===== config.mk =====
export PLATFORM = sky130hd
export DESIGN_NAME = manual_input_source_selector
export DESIGN_NICKNAME = d
export VERILOG_FILES = /design/src/design/miss_pkg.sv /design/src/design/manual_input_source_selector.sv /design/src/design/miss_age_check.sv
export SDC_FILE = /design/constraint.sdc
export NUM_CORES = 1
export LEC_CHECK = 0
export BUFFER_PORTS_ARGS = -buffer_cell sky130_fd_sc_hd__buf_2
export CORE_AREA = 2 2 257 259
export CTS_CLUSTER_SIZE = 8
export DETAILED_ROUTE_END_ITERATION = 10
export DIE_AREA = 0 0 259 261
export HOLD_SLACK_MARGIN = 0.05
export SLEW_MARGIN = 30
export SYNTH_ARGS = -nofsm -noshare
export SYNTH_HDL_FRONTEND = slang
export SYNTH_SLANG_ARGS = --single-unit

===== constraint.sdc =====
create_clock -name clk -period 22.9 [get_ports clk]
set_clock_uncertainty 0.1 [all_clocks]
set_input_delay 4.58 -clock clk [delete_from_list [all_inputs] [get_ports clk]]
set_output_delay 4.58 -clock clk [all_outputs]
set_load 0.005 [all_outputs]

===== src/design/miss_pkg.sv =====
`default_nettype none

package miss_pkg;

  // Field widths of one input item and one result item.
  localparam int TIME_W    = 48;
  localparam int SRC_W     = 3;
  localparam int INST_W    = 3;
  localparam int CH_INST_W = 4;
  localparam int PAYLOAD_W = 64;
  localparam int TIMEOUT_W = 32;

  localparam int IN_FIELDS_W  = TIME_W + TIME_W + SRC_W + INST_W + PAYLOAD_W;
  localparam int IN_TDATA_W   = ((IN_FIELDS_W + 7) / 8) * 8;
  localparam int OUT_FIELDS_W = 1 + 1 + SRC_W + CH_INST_W + PAYLOAD_W + TIME_W;
  localparam int OUT_TDATA_W  = ((OUT_FIELDS_W + 7) / 8) * 8;

  // Configuration port.
  localparam int CFG_INDEX_W = 1;
  localparam int CFG_DATA_W  = TIMEOUT_W;
  localparam logic [CFG_INDEX_W-1:0] REG_TIMEOUT = 1'b0;
  localparam logic [CFG_INDEX_W-1:0] REG_MODE    = 1'b1;

  localparam logic [TIMEOUT_W-1:0] TIMEOUT_RESET = 32'd500000;

  // Source codes.
  localparam logic [SRC_W-1:0] SRC_UNKNOWN    = 3'd0;
  localparam logic [SRC_W-1:0] SRC_RADIO      = 3'd1;
  localparam logic [SRC_W-1:0] SRC_LINK_FIRST = 3'd2;
  localparam logic [SRC_W-1:0] SRC_LINK_LAST  = 3'd7;

  // Instance code reported when nothing is chosen.
  localparam logic signed [CH_INST_W-1:0] INST_NONE = -4'sd1;

  typedef enum logic [1:0] {
    MODE_RADIO = 2'd0,
    MODE_LINK  = 2'd1,
    MODE_ANY   = 2'd2,
    MODE_FIRST = 2'd3
  } mode_t;

  // True when a source code is allowed under the given mode.
  function automatic logic source_fits(input mode_t mode, input logic [SRC_W-1:0] first_src,
                                       input logic [SRC_W-1:0] src);
    logic fits;
    case (mode)
      MODE_RADIO: fits = (src == SRC_RADIO);
      MODE_LINK:  fits = (src >= SRC_LINK_FIRST) && (src <= SRC_LINK_LAST);
      MODE_ANY:   fits = 1'b1;
      MODE_FIRST: fits = (first_src == SRC_UNKNOWN) || (src == first_src);
      default:    fits = 1'b0;
    endcase
    return fits;
  endfunction

endpackage

`default_nettype wire


===== src/design/manual_input_source_selector.sv =====
`default_nettype none

// Manual-control input source selector.
// Items enter on the s_ channel, each offering one sample with its time stamps,
// source code, instance number and stick payload. For every item exactly one
// result item leaves on the m_ channel: whether the offered sample was taken,
// and the input that is chosen after it (source, instance, payload, stamp).
// The cfg_ port writes timeout_us (index 0) and source_mode (index 1); the user
// must write it only while no item is in flight; the block does not enforce this.
// An item is registered in the input register and moves on to the result register
// once that register is free; m_tvalid is driven from the result register.
// Throughput is one item per cycle while the receiver does not stall; the single
// pass through two age comparators and the source check, which read and update
// the chosen-input state in the same cycle, sets it.
// When the receiver stalls, the result register holds its item and the input
// register can still take one more; after that s_tready falls until m_tready
// returns. Synchronous reset empties both registers, clears the chosen input,
// forgets the first source and restores timeout 500000 us and radio-only mode.
module manual_input_source_selector (
  input  wire logic                               clk,
  input  wire logic                               rst,
  input  wire logic                               s_tvalid,
  output logic                                    s_tready,
  // fields from bit 0 up: now_us, sample_time_us, source_code,
  // instance_number, stick_payload, zero fill
  input  wire logic [miss_pkg::IN_TDATA_W-1:0]    s_tdata,
  output logic                                    m_tvalid,
  input  wire logic                               m_tready,
  // fields from bit 0 up: taken, chosen_valid, chosen_source,
  // chosen_instance, chosen_payload, chosen_stamp_us, zero fill
  output logic [miss_pkg::OUT_TDATA_W-1:0]        m_tdata,
  input  wire logic                               cfg_wr_en,
  input  wire logic [miss_pkg::CFG_INDEX_W-1:0]   cfg_index,
  input  wire logic [miss_pkg::CFG_DATA_W-1:0]    cfg_data
);
  import miss_pkg::*;

  // Configuration registers.
  logic [TIMEOUT_W-1:0] timeout_us;
  mode_t                source_mode;

  // Input register.
  logic                 in_valid;
  logic [TIME_W-1:0]    in_now;
  logic [TIME_W-1:0]    in_stime;
  logic [SRC_W-1:0]     in_src;
  logic [INST_W-1:0]    in_inst;
  logic [PAYLOAD_W-1:0] in_payload;

  // Chosen-input state.
  logic                 held_valid;
  logic [SRC_W-1:0]     held_source;
  logic [INST_W-1:0]    held_instance;
  logic [PAYLOAD_W-1:0] held_payload;
  logic [TIME_W-1:0]    held_stamp;
  logic [TIME_W-1:0]    held_sample_time;
  logic [SRC_W-1:0]     first_source;

  // Result register.
  logic                        out_taken;
  logic                        out_chosen_valid;
  logic [SRC_W-1:0]            out_source;
  logic signed [CH_INST_W-1:0] out_instance;
  logic [PAYLOAD_W-1:0]        out_payload;
  logic [TIME_W-1:0]           out_stamp;

  logic move;
  logic held_fresh;
  logic new_fresh;
  logic held_keep;
  logic take;
  logic valid_next;

  // The item in the input register moves on when the result register is free.
  assign move     = in_valid && (!m_tvalid || m_tready);
  assign s_tready = !in_valid || move;

  always_ff @(posedge clk) begin
    if (rst) begin
      timeout_us  <= TIMEOUT_RESET;
      source_mode <= MODE_RADIO;
    end else if (cfg_wr_en) begin
      case (cfg_index)
        REG_TIMEOUT: timeout_us  <= cfg_data;
        REG_MODE:    source_mode <= mode_t'(cfg_data[1:0]);
        default:     ;
      endcase
    end
  end

  always_ff @(posedge clk) begin
    if (rst) begin
      in_valid <= 1'b0;
    end else if (s_tready) begin
      in_valid <= s_tvalid;
    end
  end

  always_ff @(posedge clk) begin
    if (s_tvalid && s_tready) begin
      in_now     <= s_tdata[TIME_W-1:0];
      in_stime   <= s_tdata[2*TIME_W-1:TIME_W];
      in_src     <= s_tdata[2*TIME_W+SRC_W-1:2*TIME_W];
      in_inst    <= s_tdata[2*TIME_W+SRC_W+INST_W-1:2*TIME_W+SRC_W];
      in_payload <= s_tdata[IN_FIELDS_W-1:2*TIME_W+SRC_W+INST_W];
    end
  end

  // Age of the chosen input and of the offered sample, both against this item's time.
  miss_age_check u_held_age (
    .now   (in_now),
    .stamp (held_sample_time),
    .limit (timeout_us),
    .fresh (held_fresh)
  );

  miss_age_check u_new_age (
    .now   (in_now),
    .stamp (in_stime),
    .limit (timeout_us),
    .fresh (new_fresh)
  );

  // The chosen input survives only if it is still fresh and its source still
  // fits the mode. The offered sample then replaces it when it is valid and
  // either nothing survived or it comes from the same source.
  always_comb begin
    held_keep  = held_valid && held_fresh &&
                 source_fits(source_mode, first_source, held_source);
    take       = new_fresh && source_fits(source_mode, first_source, in_src) &&
                 (!held_keep || (in_src == held_source));
    valid_next = held_keep || take;
  end

  always_ff @(posedge clk) begin
    if (rst) begin
      held_valid   <= 1'b0;
      first_source <= SRC_UNKNOWN;
    end else if (move) begin
      held_valid <= valid_next;
      // An unknown source latched here leaves the slot open for a later one.
      if (take && (first_source == SRC_UNKNOWN)) begin
        first_source <= in_src;
      end
    end
  end

  // These fields are only looked at while held_valid is set.
  always_ff @(posedge clk) begin
    if (move && take) begin
      held_source      <= in_src;
      held_instance    <= in_inst;
      held_payload     <= in_payload;
      held_stamp       <= in_now;
      held_sample_time <= in_stime;
    end
  end

  always_ff @(posedge clk) begin
    if (rst) begin
      m_tvalid <= 1'b0;
    end else if (move) begin
      m_tvalid <= 1'b1;
    end else if (m_tready) begin
      m_tvalid <= 1'b0;
    end
  end

  // With nothing chosen the result reports zeros and instance -1.
  always_ff @(posedge clk) begin
    if (move) begin
      out_taken        <= take;
      out_chosen_valid <= valid_next;
      if (take) begin
        out_source   <= in_src;
        out_instance <= signed'({1'b0, in_inst});
        out_payload  <= in_payload;
        out_stamp    <= in_now;
      end else if (held_keep) begin
        out_source   <= held_source;
        out_instance <= signed'({1'b0, held_instance});
        out_payload  <= held_payload;
        out_stamp    <= held_stamp;
      end else begin
        out_source   <= SRC_UNKNOWN;
        out_instance <= INST_NONE;
        out_payload  <= '0;
        out_stamp    <= '0;
      end
    end
  end

  assign m_tdata = {{(OUT_TDATA_W-OUT_FIELDS_W){1'b0}}, out_stamp, out_payload,
                    out_instance, out_source, out_chosen_valid, out_taken};

`ifndef NO_ASSERTIONS
  a_taken_means_chosen: assert property (@(posedge clk) disable iff (rst)
    m_tvalid && out_taken |-> out_chosen_valid)
    else $error("taken reported without a chosen input");

  a_none_fields: assert property (@(posedge clk) disable iff (rst)
    m_tvalid && !out_chosen_valid |-> (out_instance == INST_NONE) &&
                                      (out_source == SRC_UNKNOWN) && (out_stamp == '0))
    else $error("result fields not cleared with nothing chosen");

  a_take_sets_held: assert property (@(posedge clk) disable iff (rst)
    move && take |=> held_valid && (held_stamp == $past(in_now)))
    else $error("accepted sample not held");

  a_first_source_sticks: assert property (@(posedge clk) disable iff (rst)
    !$past(rst) && ($past(first_source) != SRC_UNKNOWN) |-> $stable(first_source))
    else $error("latched first source changed");
`endif

endmodule

`default_nettype wire


===== src/design/miss_age_check.sv =====
`default_nettype none

// A sample is fresh when it is not from the future and its age is below the limit.
module miss_age_check (
  input  wire logic [miss_pkg::TIME_W-1:0]    now,
  input  wire logic [miss_pkg::TIME_W-1:0]    stamp,
  input  wire logic [miss_pkg::TIMEOUT_W-1:0] limit,
  output logic                                fresh
);
  import miss_pkg::*;

  logic [TIME_W:0] diff;

  // The extra top bit is the borrow: set when the stamp lies ahead of now.
  assign diff  = {1'b0, now} - {1'b0, stamp};
  assign fresh = !diff[TIME_W] &&
                 (diff[TIME_W-1:0] < {{(TIME_W-TIMEOUT_W){1'b0}}, limit});

endmodule

`default_nettype wire


==> reports/metrics.csv <==
stage,metric,value,unit
run_status,status,"complete, no violations",
die,start_util,0.396,
timing,hold_slack,0.338,ns
synthesis,syn-cell-area,0.0257,sq mm
timing,fin_ws,12.98,ns
critical_path,worstSetupStartpointType,input pin,
final_layout,final_common_cell,edfxtp_1,
flow_run,max-cap-violations,0,
synthesis,synthFlopType,edfxtp_1,
pwr,p_clk_frac,0.427,
drt,firstDrtPassIters,6,
pwr,cell_internal_pwr,0.00170,W
grt,grt_max_degree,123,
timing,fmax,101,MHz
final_layout,final_area,0.0302,sq mm
synthesis,seq_area_frac_synth,0.560,
clock_tree,cts_setup_buffers,0,
clock_tree,cts_buffer_depth,3,
final_layout,final_cells,3516,
final_layout,areaGrowthSynthToFinish,17.4,%
timing,setup_violations,0,
drt,num_vias,19183,
placed_design,dp_slack,12.98,ns
synthesis,async_reset_ff_frac,0,
synthesis,ys_types,76,
pwr,switching_share,0.250,
grt,gr-total-overflow,0,
grt,track_usage,0.211,
pwr,leakage,11.7,nW
placed_design,gp_congestion,0.923,
timing,report.final.slew_viol_count,0,
synthesis,ys_ff_latch,493,
die,fp.dieW,259,microns
final_layout,multi_input_area,0.00984,sq mm
die,die_area,0.0676,sq mm
synthesis,ys_warn_count,0,
timing,finalSetupTns,0,ns
drt,drt_iter0_drc,1460,
critical_path,endpoint_kind,output port,
drt,vias_per_cell,5.46,
final_layout,final_net_count,2971,
critical_path,setup.worst_path.class,in -> out,
pwr,p_switching,0.000568,W
placed_design,place_inst,3395,
synthesis,syn_inst,2292,
timing,worstMarginPinSlew,0.977,ns
synthesis,syn-mean-instance-area,11.2,sq um
timing,finalHoldViolations,0,
pwr,p_seq_frac,0.457,
clock_tree,path_clk_slew,0.05,ns
pwr,pwr-share-comb,0.116,
clock_tree,cts.htree.levels,3,
grt,grt_pass1_wl,111000,microns
placed_design,port_buffers,326,
drt,wl_per_cell,20.8,microns
timing,min_period,9.92,ns
grt,grt_pass1_vias,18960,
clock_tree,cts_hold_buf,0,
critical_path,required,18.22,ns
die,io_pins,336,
clock_tree,ctsResizeCount,0,
clock_tree,cts_buffers,71,
placed_design,dpl.hpwl,53100,microns
die,coreArea,0.0650,sq mm
clock_tree,clock-root-buffer,clkbuf_16,
critical_path,crit_fanout,4,
die,fp.dieH,261,microns
final_layout,regArea,0.0144,sq mm
timing,timing.final.crit_share,0.433,
synthesis,synth_edf_count,453,
grt,antenna_found_initial,6,
timing,maxSlewHeadroom,0.349,
clock_tree,cts_tree,built,
drt,drc,0,
placed_design,place_area,0.0281,sq mm
timing,rsz0062_at_grt,no,
clock_tree,insertion_delay,0.60,ns
drt,drt_wl_total,73200,microns
die,std_cell_rows,94,
final_layout,mostFrequentLayoutCells,"453 x edfxtp_1, 326 x buf_2, 267 x inv_1",
hold_path,min_path_type,reg -> reg,
critical_path,arrival,5.24,ns
pwr,power-per-cell-area,75.2,mW/mm^2
final_layout,nFillCells,5985,
pwr,ir_drop,0.0587,mV
final_layout,drive_gt1_frac,0.183,
drt,ant_nets,0,
clock_tree,cts.sinks,493,
-- cell usage after synthesis (11+ instances only) --
library cell / count / area share
nand4_1: 43 / 0.010
dfxtp_1: 40 / 0.031
nand2b_1: 11 / 0.0027
nor2_1: 116 / 0.017
inv_1: 267 / 0.039
xor2_1: 33 / 0.011
ha_1: 158 / 0.077
o31ai_4: 30 / 0.025
nand3_1: 146 / 0.028
a21oi_1: 181 / 0.035
o21ai_0: 96 / 0.019
a211o_1: 11 / 0.0037
nor3_1: 25 / 0.0049
buf_2: 28 / 0.0054
or3_1: 11 / 0.0027
nand2_1: 190 / 0.028
xnor2_1: 44 / 0.015
clkbuf_1: 59 / 0.0086
o21a_1: 20 / 0.0058
o31ai_1: 82 / 0.024
edfxtp_1: 453 / 0.53
o211ai_1: 15 / 0.0044
a211oi_1: 15 / 0.0044
a21o_1: 35 / 0.010
a31oi_1: 15 / 0.0036
-- per-stage QoR --
step,util,power [W]
2_1_floorplan,-,0.00122
3_3_place_gp,0.432,0.00131
3_5_place_dp,0.432,0.00131
6_report,0.464,0.00227
5_1_grt,0.464,0.00237
4_1_cts,0.464,0.00230
-- metal layers --
metal	GRT usage	share of wire
met5	0	0.00018
met4	0.0626	0.024
met3	0.0374	0.063
met2	0.337	0.46
met1	0.295	0.45
-- critical path, cell delays in order --
cell,delay [ns]
buf_2,0.09
nor2b_1,0.31
nand2_1,0.11
buf_2,0.14
-- layout make-up --
cell class	count	share of cell area
Tap cell	864	0.0358
Inverter	267	0.0332
Antenna cell	7	0.000580
Sequential cell	493	0.477
Timing Repair Buffer	343	0.0596
Clock inverter	6	0.00439
Clock buffer	107	0.0640
Multi-Input combinational cell	1429	0.326
-- kinds of logic after synthesis --
family / share of synthesized area
simple gates: 0.107
compound gates: 0.164
flops: 0.560
xor+xnor: 0.0262
other cells: 0.000146
buf+inv: 0.0600
fa+ha+maj: 0.0784
mux: 0.00447
-- path summary, 6_finish.rpt --
path | to | slack, ns | cells after the start | startpoint
max | s_tready | 12.98 | 4 | m_tready
min reg2reg | held_sample_time[37] | 0.34 | 0 | in_stime[37]
max reg2reg | held_sample_time[31] | 14.30 | 24 | in_now[6]
min | held_sample_time[37] | 0.34 | 0 | in_stime[37]
-- power groups by stage --
stage | clock [W] | combinational, W | sequential (W)
final | 0.000970 | 0.000263 | 0.00104
after global routing | 0.00103 | 0.000292 | 0.00104
after CTS | 0.000997 | 0.000261 | 0.00104
after detailed placement | 0 | 0.000259 | 0.00105
after global placement | 0 | 0.000255 | 0.00105
after floorplan | 0 | 0.000166 | 0.00105
-- sequential cells by signal (all words and copies together) (netlist names) --
| register | flops |
|---|---|
| held_payload | 64 |
| in_payload | 64 |
| source_mode | 2 |
| out_stamp | 48 |
| in_inst | 3 |
| m_tvalid | 1 |
| in_stime | 48 |
| timeout_us | 32 |
| in_src | 3 |
| held_instance | 3 |
| in_now | 48 |
| out_taken | 1 |
| held_sample_time | 48 |
| out_chosen_valid | 1 |
| in_valid | 1 |
| out_payload | 64 |
| held_source | 3 |
| out_instance | 4 |
| held_valid | 1 |
| held_stamp | 48 |
| first_source | 3 |
| out_source | 3 |
(Power assumes the default switching activity.)
